### config.mk
export PLATFORM = sky130hd
export DESIGN_NAME = graph_coloring_search_core
export DESIGN_NICKNAME = d
export VERILOG_FILES = /design/src/rtl/gcs_pkg.sv /design/src/rtl/gcs_ram.sv /design/src/rtl/graph_coloring_search_core.sv
export SDC_FILE = /design/constraint.sdc
export NUM_CORES = 1
export LEC_CHECK = 0
export BUFFER_PORTS_ARGS = -buffer_cell sky130_fd_sc_hd__buf_2
export CAP_MARGIN = 20
export CORE_MARGIN = 3
export CORE_UTILIZATION = 55
export CTS_BUF_LIST = sky130_fd_sc_hd__clkbuf_16
export DETAILED_ROUTE_END_ITERATION = 6
export GPL_ROUTABILITY_DRIVEN = 0
export PLACE_DENSITY = 0.71
export SKIP_LAST_GASP = 1
export SLEW_MARGIN = 20
export SYNTH_ARGS = -nofsm -noshare
export SYNTH_HDL_FRONTEND = slang
export SYNTH_SLANG_ARGS = --single-unit
### constraint.sdc
create_clock -name aclk -period 9.9 [get_ports aclk]
set_input_delay 1.98 -clock aclk [delete_from_list [all_inputs] [get_ports aclk]]
set_output_delay 1.98 -clock aclk [all_outputs]
set_load 0.02 [all_outputs]
### src/rtl/gcs_pkg.sv
// Shared types and constants for the graph coloring search core.
package gcs_pkg;

    // Default number of vertices that the core provides storage for.
    localparam int MAX_VERTICES_DEF = 8;

    // Field widths of the request and result items.
    localparam int CMD_W       = 1;
    localparam int ROW_INDEX_W = 3;
    localparam int ROW_BITS_W  = 8;
    localparam int VERTEX_W    = 3;
    localparam int COLOR_W     = 4;
    localparam int CFG_W       = 4;
    localparam int CFG_ADDR_W  = 1;

    // Packed data widths on the two stream channels.
    localparam int S_TDATA_W = 16;
    localparam int M_TDATA_W = 8;

    // One bit per possible color value.
    localparam int NUM_COLOR_CODES = 1 << COLOR_W;

    // Configuration register indexes.
    localparam logic [CFG_ADDR_W-1:0] REG_NUM_COLORS   = 1'b0;
    localparam logic [CFG_ADDR_W-1:0] REG_VERTEX_COUNT = 1'b1;

    // Register reset values.
    localparam logic [CFG_W-1:0] NUM_COLORS_RST   = 4'd3;
    localparam logic [CFG_W-1:0] VERTEX_COUNT_RST = 4'd4;

    // Request commands.
    localparam logic [CMD_W-1:0] CMD_LOAD  = 1'b0;
    localparam logic [CMD_W-1:0] CMD_SOLVE = 1'b1;

    typedef enum logic [3:0] {
        ST_IDLE,
        ST_ROW,
        ST_ADJ,
        ST_SCAN,
        ST_PICK,
        ST_BACK,
        ST_OUT_RD,
        ST_OUT_LD,
        ST_FAIL
    } state_t;

endpackage

### src/rtl/gcs_ram.sv
// Generic single-write, single-read RAM with a registered read port.
module gcs_ram #(
    parameter int WIDTH = 8,
    parameter int DEPTH = 8
) (
    input  logic                     aclk,
    input  logic                     wr_en,
    input  logic [$clog2(DEPTH)-1:0] wr_addr,
    input  logic [WIDTH-1:0]         wr_data,
    input  logic                     rd_en,
    input  logic [$clog2(DEPTH)-1:0] rd_addr,
    output logic [WIDTH-1:0]         rd_data
);

    logic [WIDTH-1:0] mem [DEPTH];

    always_ff @(posedge aclk) begin
        if (wr_en) begin
            mem[wr_addr] <= wr_data;
        end
        if (rd_en) begin
            rd_data <= mem[rd_addr];
        end
    end

endmodule

### src/rtl/graph_coloring_search_core.sv
// Backtracking graph m-coloring search core.
//
// Requests arrive on the s_ stream channel. A load request (cmd 0) writes
// one adjacency row into the adjacency RAM. A solve request (cmd 1) runs a
// depth-first search for the lexicographically first coloring with colors
// 1..num_colors over vertices 0..vertex_count-1, the count clamped to 1..DEPTH.
// Results leave on the m_ channel: one per vertex with m_tlast on the final
// one, or a single not-found result (found 0, vertex 0, color 0, last).
// Configuration is written through cfg_wr_en/cfg_wr_addr/cfg_wr_data while
// the core is idle; it takes effect at the next solve.
// In each forward or retry step at vertex v, the adjacency row is read,
// then the colors of vertices below v are read from the color RAM one per
// cycle to build the set of blocked colors. A backtrack first fetches the
// previous vertex's color in ST_BACK. Results then stream out, each one
// paced by a color RAM read in ST_OUT_RD before ST_OUT_LD. Total time per solve
// depends on the graph and grows exponentially in the worst case.
// Only one request is in work at a time; s_tready is high only while idle.
// A stalled m_tready holds the result register and the output step waits.
// After reset the adjacency rows read as zero and the registers hold their
// reset values; there is no clearing pass.
module graph_coloring_search_core #(
    parameter int MAX_VERTICES = gcs_pkg::MAX_VERTICES_DEF
) (
    input  logic                            aclk,
    input  logic                            aresetn,
    input  logic                            s_tvalid,
    output logic                            s_tready,
    // s_tdata from bit 0: cmd, row_index, row_bits, zero padding.
    input  logic [gcs_pkg::S_TDATA_W-1:0]   s_tdata,
    output logic                            m_tvalid,
    input  logic                            m_tready,
    // m_tdata from bit 0: found, vertex, color.
    output logic [gcs_pkg::M_TDATA_W-1:0]   m_tdata,
    output logic                            m_tlast,
    input  logic                            cfg_wr_en,
    input  logic [gcs_pkg::CFG_ADDR_W-1:0]  cfg_wr_addr,
    input  logic [gcs_pkg::CFG_W-1:0]       cfg_wr_data
);

    // Row indexes are three bits wide, so at most eight rows are ever used.
    localparam int DEPTH = (MAX_VERTICES < 8) ? MAX_VERTICES : 8;
    localparam int AW    = $clog2(DEPTH);
    localparam int CW    = gcs_pkg::COLOR_W;
    localparam int NCC   = gcs_pkg::NUM_COLOR_CODES;

    gcs_pkg::state_t state_reg, state_next;

    logic [CW-1:0]    num_colors_reg, num_colors_next;
    logic [CW-1:0]    vertex_count_reg, vertex_count_next;
    logic [CW-1:0]    n_reg, n_next;
    logic [AW-1:0]    v_reg, v_next;
    logic [AW-1:0]    i_reg, i_next;
    logic [AW-1:0]    pend_idx_reg, pend_idx_next;
    logic             pend_reg, pend_next;
    logic [CW-1:0]    cur_reg, cur_next;
    logic [NCC-1:0]   mask_reg, mask_next;
    logic [gcs_pkg::ROW_BITS_W-1:0] adj_row_reg, adj_row_next;
    logic [DEPTH-1:0] row_valid_reg, row_valid_next;
    logic [AW-1:0]    o_reg, o_next;
    logic             m_tvalid_reg, m_tvalid_next;
    logic [gcs_pkg::M_TDATA_W-1:0] m_tdata_reg, m_tdata_next;
    logic             m_tlast_reg, m_tlast_next;

    // Request fields.
    logic [gcs_pkg::CMD_W-1:0]       in_cmd;
    logic [gcs_pkg::ROW_INDEX_W-1:0] in_row_index;
    logic [gcs_pkg::ROW_BITS_W-1:0]  in_row_bits;

    // RAM ports.
    logic                           adj_wr_en;
    logic [AW-1:0]                  adj_wr_addr;
    logic                           adj_rd_en;
    logic [gcs_pkg::ROW_BITS_W-1:0] adj_rd_data;
    logic                           col_wr_en;
    logic [CW-1:0]                  col_wr_data;
    logic                           col_rd_en;
    logic [AW-1:0]                  col_rd_addr;
    logic [CW-1:0]                  col_rd_data;

    // Color choice.
    logic [NCC-1:0] cand;
    logic           pick_ok;
    logic [CW-1:0]  pick_color;
    logic           out_free;
    logic [CW-1:0]  n_eff;

    assign in_cmd       = s_tdata[0];
    assign in_row_index = s_tdata[3:1];
    assign in_row_bits  = s_tdata[11:4];

    assign s_tready = (state_reg == gcs_pkg::ST_IDLE);
    assign m_tvalid = m_tvalid_reg;
    assign m_tdata  = m_tdata_reg;
    assign m_tlast  = m_tlast_reg;
    assign out_free = !m_tvalid_reg || m_tready;

    // Clamp the vertex count to the range the storage supports.
    always_comb begin
        priority if (vertex_count_reg == '0) begin
            n_eff = CW'(1);
        end else if (vertex_count_reg > CW'(DEPTH)) begin
            n_eff = CW'(DEPTH);
        end else begin
            n_eff = vertex_count_reg;
        end
    end

    // Colors above the current one, within range, not used by a neighbor.
    always_comb begin
        for (int c = 0; c < NCC; c++) begin
            cand[c] = (c != 0) && !mask_reg[c] && (CW'(c) > cur_reg)
                      && (CW'(c) <= num_colors_reg);
        end
        pick_ok    = |cand;
        pick_color = '0;
        for (int c = NCC - 1; c > 0; c--) begin
            if (cand[c]) begin
                pick_color = CW'(c);
            end
        end
    end

    gcs_ram #(
        .WIDTH (gcs_pkg::ROW_BITS_W),
        .DEPTH (DEPTH)
    ) u_adj_ram (
        .aclk    (aclk),
        .wr_en   (adj_wr_en),
        .wr_addr (adj_wr_addr),
        .wr_data (in_row_bits),
        .rd_en   (adj_rd_en),
        .rd_addr (v_reg),
        .rd_data (adj_rd_data)
    );

    gcs_ram #(
        .WIDTH (CW),
        .DEPTH (DEPTH)
    ) u_color_ram (
        .aclk    (aclk),
        .wr_en   (col_wr_en),
        .wr_addr (v_reg),
        .wr_data (col_wr_data),
        .rd_en   (col_rd_en),
        .rd_addr (col_rd_addr),
        .rd_data (col_rd_data)
    );

    always_ff @(posedge aclk) begin
        if (!aresetn) begin
            state_reg        <= gcs_pkg::ST_IDLE;
            num_colors_reg   <= gcs_pkg::NUM_COLORS_RST;
            vertex_count_reg <= gcs_pkg::VERTEX_COUNT_RST;
            row_valid_reg    <= '0;
            pend_reg         <= 1'b0;
            m_tvalid_reg     <= 1'b0;
        end else begin
            state_reg        <= state_next;
            num_colors_reg   <= num_colors_next;
            vertex_count_reg <= vertex_count_next;
            row_valid_reg    <= row_valid_next;
            pend_reg         <= pend_next;
            m_tvalid_reg     <= m_tvalid_next;
        end
    end

    always_ff @(posedge aclk) begin
        n_reg        <= n_next;
        v_reg        <= v_next;
        i_reg        <= i_next;
        pend_idx_reg <= pend_idx_next;
        cur_reg      <= cur_next;
        mask_reg     <= mask_next;
        adj_row_reg  <= adj_row_next;
        o_reg        <= o_next;
        m_tdata_reg  <= m_tdata_next;
        m_tlast_reg  <= m_tlast_next;
    end

    always_comb begin
        state_next        = state_reg;
        num_colors_next   = num_colors_reg;
        vertex_count_next = vertex_count_reg;
        n_next            = n_reg;
        v_next            = v_reg;
        i_next            = i_reg;
        pend_idx_next     = pend_idx_reg;
        pend_next         = 1'b0;
        cur_next          = cur_reg;
        mask_next         = mask_reg;
        adj_row_next      = adj_row_reg;
        row_valid_next    = row_valid_reg;
        o_next            = o_reg;
        m_tvalid_next     = m_tvalid_reg && !m_tready;
        m_tdata_next      = m_tdata_reg;
        m_tlast_next      = m_tlast_reg;
        adj_wr_en         = 1'b0;
        adj_wr_addr       = AW'(in_row_index);
        adj_rd_en         = 1'b0;
        col_wr_en         = 1'b0;
        col_wr_data       = '0;
        col_rd_en         = 1'b0;
        col_rd_addr       = i_reg;

        if (cfg_wr_en) begin
            unique case (cfg_wr_addr)
                gcs_pkg::REG_NUM_COLORS:   num_colors_next   = cfg_wr_data;
                gcs_pkg::REG_VERTEX_COUNT: vertex_count_next = cfg_wr_data;
                default: ;
            endcase
        end

        unique case (state_reg)
            gcs_pkg::ST_IDLE: begin
                if (s_tvalid) begin
                    if (in_cmd == gcs_pkg::CMD_SOLVE) begin
                        n_next     = n_eff;
                        v_next     = '0;
                        cur_next   = '0;
                        state_next = gcs_pkg::ST_ROW;
                    end else if (4'(in_row_index) < 4'(DEPTH)) begin
                        adj_wr_en = 1'b1;
                        row_valid_next[AW'(in_row_index)] = 1'b1;
                    end
                end
            end
            gcs_pkg::ST_ROW: begin
                adj_rd_en  = 1'b1;
                i_next     = '0;
                mask_next  = '0;
                state_next = gcs_pkg::ST_ADJ;
            end
            gcs_pkg::ST_ADJ: begin
                // Rows never loaded since reset read as no neighbors.
                adj_row_next = row_valid_reg[v_reg] ? adj_rd_data : '0;
                state_next   = gcs_pkg::ST_SCAN;
            end
            gcs_pkg::ST_SCAN: begin
                // Only vertices below v hold colors; the rest are uncolored.
                if (pend_reg && adj_row_reg[pend_idx_reg]) begin
                    mask_next = mask_reg | (NCC'(1) << col_rd_data);
                end
                if (i_reg < v_reg) begin
                    col_rd_en     = 1'b1;
                    col_rd_addr   = i_reg;
                    pend_next     = 1'b1;
                    pend_idx_next = i_reg;
                    i_next        = i_reg + AW'(1);
                end else begin
                    state_next = gcs_pkg::ST_PICK;
                end
            end
            gcs_pkg::ST_PICK: begin
                col_wr_en = 1'b1;
                if (pick_ok) begin
                    col_wr_data = pick_color;
                    if (CW'(v_reg) + CW'(1) >= n_reg) begin
                        o_next     = '0;
                        state_next = gcs_pkg::ST_OUT_RD;
                    end else begin
                        v_next     = v_reg + AW'(1);
                        cur_next   = '0;
                        state_next = gcs_pkg::ST_ROW;
                    end
                end else begin
                    col_wr_data = '0;
                    if (v_reg == '0) begin
                        state_next = gcs_pkg::ST_FAIL;
                    end else begin
                        col_rd_en   = 1'b1;
                        col_rd_addr = v_reg - AW'(1);
                        v_next      = v_reg - AW'(1);
                        state_next  = gcs_pkg::ST_BACK;
                    end
                end
            end
            gcs_pkg::ST_BACK: begin
                cur_next   = col_rd_data;
                state_next = gcs_pkg::ST_ROW;
            end
            gcs_pkg::ST_OUT_RD: begin
                col_rd_en   = 1'b1;
                col_rd_addr = o_reg;
                state_next  = gcs_pkg::ST_OUT_LD;
            end
            gcs_pkg::ST_OUT_LD: begin
                if (out_free) begin
                    m_tvalid_next = 1'b1;
                    m_tdata_next  = {col_rd_data, gcs_pkg::VERTEX_W'(o_reg), 1'b1};
                    m_tlast_next  = (CW'(o_reg) + CW'(1) == n_reg);
                    if (CW'(o_reg) + CW'(1) == n_reg) begin
                        state_next = gcs_pkg::ST_IDLE;
                    end else begin
                        o_next     = o_reg + AW'(1);
                        state_next = gcs_pkg::ST_OUT_RD;
                    end
                end
            end
            gcs_pkg::ST_FAIL: begin
                if (out_free) begin
                    m_tvalid_next = 1'b1;
                    m_tdata_next  = '0;
                    m_tlast_next  = 1'b1;
                    state_next    = gcs_pkg::ST_IDLE;
                end
            end
            default: begin
                state_next = gcs_pkg::ST_IDLE;
            end
        endcase
    end

endmodule

### After elaboration in Yosys (flattened, before gate mapping)

Memories as Yosys holds them, arrays and structs flattened. A register that Yosys moved wholly into a read port is not among the register bits.
Index checks and enable logic that the tools add are counted.

| word-level totals | value |
|---|---|
| register bits | 75 |
| latch bits | 0 |
| RAM bits | 96 |
| ROM bits | 0 |
| bits of input ports | 26 |
| output and inout port bits | 11 |
| word-level logic and storage cells | 242 |
| memories | 2 |

Memory list:

| name | depth | width | rd ports | clocked after Yosys merged registers in | write ports | RTL line | text |
|---|---|---|---|---|---|---|---|
| u_adj_ram.mem | 8 | 8 | 1 | 1 | 1 | gcs_ram.sv:15 | `logic [WIDTH-1:0] mem [DEPTH];` |
| u_color_ram.mem | 8 | 4 | 1 | 1 | 1 | gcs_ram.sv:15 |  |

| operators by class | value |
|---|---|
| $add $sub $neg | 6 |
| multipliers | 0 |
| div/mod/pow operators | 0 |
| magnitude comparators | 37 |
| equal/unequal tests | 22 |
| shifts and indexed selects | 1 |
| mux-type cells | 78 |
| bitwise gates (word level) | 4 |
| reductions and logical operators | 75 |

Operator list:

| kind | number |
|---|---|
| 2-to-1 mux 4 bit | 29 |
| 2-to-1 mux 3 bit | 14 |
| one-hot mux 4 bit (9 select lines) | 1 |
| logical AND 1 bit | 33 |
| greater-than comparator 4 bit (first input constant) | 8 |
| less-or-equal comparator 4 bit (first input constant) | 8 |
| one-hot mux 16 bit (2 select lines) | 1 |
| one-hot mux 3 bit (2 select lines) | 4 |
| != test 2 bit (second input constant) | 10 |
| AND reduction 5 bit | 4 |
| 2-to-1 mux 1 bit | 19 |
| logical NOT 1 bit | 17 |
| == test 4 x 3 -> 1 bit (second input constant) | 4 |
| greater-than comparator 3 x 4 -> 1 bit (first input constant) | 4 |
| less-or-equal comparator 3 x 4 -> 1 bit (first input constant) | 4 |
| 2-to-1 mux 16 bit | 1 |
| 2-to-1 mux 8 bit | 2 |
| OR 16 bit | 1 |
| one-hot mux 8 bit (2 select lines) | 1 |
| left shift 1 x 4 -> 16 bit (first input constant) | 1 |
| OR reduction 15 bit | 1 |
| less-than comparator 3 x 4 -> 1 bit (second input constant) | 3 |
| one-hot mux 4 bit (3 select lines) | 1 |
| AND reduction 2 bit | 6 |
| other kinds (30) | 46 |

### Logic depth before layout (Yosys ltp)

| depth | value |
|---|---|
| depth in word-level cells | 20 |
| depth in mapped cells | 12 |
| gate-level depth less buffers | 11 |

### Cells and area by module

Synthesis repeated with hierarchy kept, for this count alone.

| unflattened totals | value |
|---|---|
| cells, all modules | 609 |
| area total of the unflattened synthesis | 8338.0 sq um |

By module, submodules not included:

| module | times used | cells each | area an instance (sq um) | seq. area each (sq um) |
|---|---|---|---|---|
| graph_coloring_search_core | 1 | 432 | 4156.5 | 2001.9 |
| gcs_ram at u_adj_ram | 1 | 114 | 2771.4 | 2162.1 |
| gcs_ram at u_color_ram | 1 | 63 | 1410.1 | 1081.0 |

### Worst setup path after synthesis

OpenSTA, ideal clock, no wires.

| timing path | value |
|---|---|
| path kind | input port to flip-flop |
| start | input s_tvalid |
| end | memory u_adj_ram.mem[0][0], enable pin |
| library setup time | 386 ps |
| data arrival time | 3078 ps |
| required time | 9514 ps |
| setup slack | 6436 ps |
| stages | 3 |
| buffers on the path | 0 |
| cells stage by stage | nand2_1 > or3_1 > nor3_1 |

| between the ends | value |
|---|---|
| longest elaborated chain between the ends | 4 |

RTL lines:

| item | RTL line | text |
|---|---|---|
| from (decl) | graph_coloring_search_core.sv:26 | `input logic s_tvalid,` |
| 2-to-1 mux 1 bit | graph_coloring_search_core.sv:215 | `if (s_tvalid) begin` |
| 2-to-1 mux 1 bit | graph_coloring_search_core.sv:213 | `unique case (state_reg)` |
| 2-to-1 mux 1 bit | gcs_ram.sv:18 | `if (wr_en) begin` |
| 2-to-1 mux 1 bit (implied by the code) | gcs_ram.sv:19 | `mem[wr_addr] <= wr_data;` |
| to (decl) | gcs_ram.sv:15 |  |

No other way between the ends.

### Worst setup path in the final report

| timing path | value |
|---|---|
| start | register state_reg[0] |
| end | output s_tready |

| between the ends | value |
|---|---|
| longest elaborated chain between the ends | 1 |

RTL lines:

| item | RTL line | text |
|---|---|---|
| from (decl) | graph_coloring_search_core.sv:46 | `gcs_pkg::state_t state_reg, state_next;` |
| from (signal assigned) | graph_coloring_search_core.sv:151 | `state_reg <= gcs_pkg::ST_IDLE;` |
| from (signal assigned) | graph_coloring_search_core.sv:158 | `state_reg <= state_next;` |
| logical NOT 4 bit | graph_coloring_search_core.sv:91 | `assign s_tready = (state_reg == gcs_pkg::ST_IDLE);` |
| to (decl) | graph_coloring_search_core.sv:27 | `output logic s_tready,` |

No other way between the ends.

==> out/qor.csv <==
metric;value;unit
ant_nets;0;
criticalPathCategory;flip-flop to output pin;
timing.setup.tns;0;ps
place_area;0.008655;mm2
drt_iter0_markers;594;
die_h;129.4;um
relSlewSlack;0.3097;
grt_pass1_vias;5311;
skew;14.34;ps
postSynthAreaPerCell;12.72;um2
grt_start_max_net_pins;27;
fin_util;0.6322;
status;complete, no violations;
tritoncts;done;
holdCritPathClass;flip-flop to flip-flop;
total_power;2.382;mW
grt_antenna_before_repair;0;
clock_latency;430;ps
grt_pass1_wl;27.36;mm
core_region_area;0.01470;mm2
ir_drop;154.9;uV
yosysSeqAreaShare;0.6259;
synth_cell_type_count;73;
finalHoldViolCount;0;
setup_viol_count_final;0;
syn_nets;696;
rows;44;
drc;0;
crit_arrival;2050;ps
multiInputGateArea;0.002937;mm2
largest_reg_flops;64;
cts_buffer_depth;2;
register_area;0.005245;mm2
design_area;0.009293;mm2
viasPerCell;6.183;
ioPinCount;37;
power_density;256.3;mW/mm2
num_vias;5429;
overflow;0;
cts_htree_levels;4;
worstMarginPinSlew;1029;ps
wl;16.77;mm
required;7920;ps
synth_ff_type;edfxtp_1;
die_w;129.4;um
p_leak;3.297;nW
grt_use_total;0.2116;
synth_edf_count;160;
synthCells;659;
dieArea;0.01675;mm2
maxCapViolCount;0;
ys_seq_elements;182;
endpoint_kind;output pin;
dp_hpwl;11.57;mm
clk_pin_slew;70;ps
yosysWarnings;0;
period_needed;4029;ps
cts_buffers;17;
start_util;0.5701;
cts_sinks;182;
cts_setup_buffers;0;
postCtsResizedCells;0;
io_buffer_count;32;
area_growth;10.88;%
r2r_setup_slack;5910;ps
final_nets;718;
hold_buffers;0;
fmax;248.2;MHz
dr.pass1.iters;6;
wl_per_cell;19.10;um
maxSlewViolCount;0;
cp-start-kind;flip-flop;
synth_async_sr_flop_share;0;
root_buffer;clkbuf_16;
syn_area;0.008381;mm2
crit_fanout;17;
n_fill_cell;1063;
drive_gt1_frac;0.1614;
diodes;0;
min_period_over_period;0.4069;
rsz0062_at_grt;false;
-- cells in the final DEF, fill, tap and decap left out, types with 6 or more instances in the layout --
cell and count:
edfxtp_1 160, nor2_1 76, nand2_1 71, a21oi_1 33, buf_2 32, nor2b_1 29, dfxtp_1 22, mux4_2 20
clkbuf_16 17, o21ai_0 16, mux2i_1 14, inv_1 12, nand2b_1 12, nor3_1 11, ha_1 11, and2_1 10
a31oi_1 9, nand3_1 8, mux2_2 6
-- worst max-delay path, stage by stage, from the launching register on --
cell and delay (ps):
dfxtp_1 490, nor4_1 830, buf_2 300
-- synthesized netlist by cell type, types with 3 or more instances --
cell type,count,share of area
a211oi_1,5,0.0045
a21o_1,4,0.0036
a21oi_1,33,0.020
a221oi_1,3,0.0031
a22o_1,3,0.0031
a31oi_1,9,0.0067
a32oi_1,4,0.0042
and2_1,10,0.0075
and3_1,5,0.0037
and4_1,3,0.0031
buf_1,6,0.0027
buf_2,8,0.0048
clkbuf_1,17,0.0076
dfxtp_1,22,0.053
edfxtp_1,160,0.57
ha_1,11,0.016
inv_1,12,0.0054
mux2_2,6,0.0081
mux2i_1,14,0.017
mux4_2,20,0.054
nand2_1,71,0.032
nand2b_1,12,0.0090
nand3_1,8,0.0048
nor2_1,76,0.034
nor2b_1,29,0.022
nor3_1,13,0.0078
nor3b_1,3,0.0027
nor4_1,5,0.0037
o211ai_1,5,0.0045
o21ai_0,17,0.010
o22ai_1,5,0.0037
xnor2_1,4,0.0042
xor2_1,5,0.0052
-- layer usage --
metal / wire length, um / track usage / vias up
li1: - / - / 2515
met1: 7271 / 0.2834 / 2709
met2: 8522 / 0.3494 / 177
met3: 742 / 0.03957 / 28
met4: 238 / 0.07702 / 0
met5: 0 / 0 / -
-- final cells by class --
cell class | count | area share
flip-flops and latches | 182 | 0.5644
multi-input cells | 429 | 0.3160
clock buffers | 17 | 0.04578
well taps | 184 | 0.02477
clock inverters | 15 | 0.02235
repair buffers | 37 | 0.02100
inverters | 14 | 0.005655
-- power breakdown --
part | leakage, nW | internal, mW | switching (mW)
combinational | 1.31 | 0.260 | 0.351
sequential | 1.68 | 0.946 | 0.121
clock | 0.304 | 0.388 | 0.315
-- kinds of logic after synthesis --
family                   share of synthesized area
AO/OA/AOI/OAI                              0.09347
adder cells (fa/ha/maj)                    0.01762
flip-flops                                  0.6259
AND/OR/NAND/NOR                             0.1502
multiplexers                               0.07853
buffers and inverters                      0.02493
XOR/XNOR                                  0.009405
-- per-stage QoR --
| stage | hold WS [ps] | setup WS [ps] | std cells |
|---|---|---|---|
| after floorplan | 434.8 | 6436 | 659 |
| after global placement | 445.0 | 5938 | 845 |
| after detailed placement | 455.5 | 5858 | 845 |
| after CTS | 469.0 | 5849 | 877 |
| after global routing | 498.9 | 5523 | 878 |
| final | 466.1 | 5871 | 878 |
-- worst paths after layout --
path | from | endpoint | depth (start not counted)
worst min-delay path | vertex_count_reg[0]$_SDFFE_PN0P_ | vertex_count_reg[0]$_SDFFE_PN0P_ | 2
worst max-delay path | state_reg[0]$_SDFFE_PN0P_ | s_tready | 2
worst min register to register | vertex_count_reg[0]$_SDFFE_PN0P_ | vertex_count_reg[0]$_SDFFE_PN0P_ | 2
worst max register to register | v_reg[1]$_SDFFCE_PN0P_ | cur_reg[2]$_SDFFCE_PN0P_ | 10
Note: power is estimated with default switching activity, not from simulation.
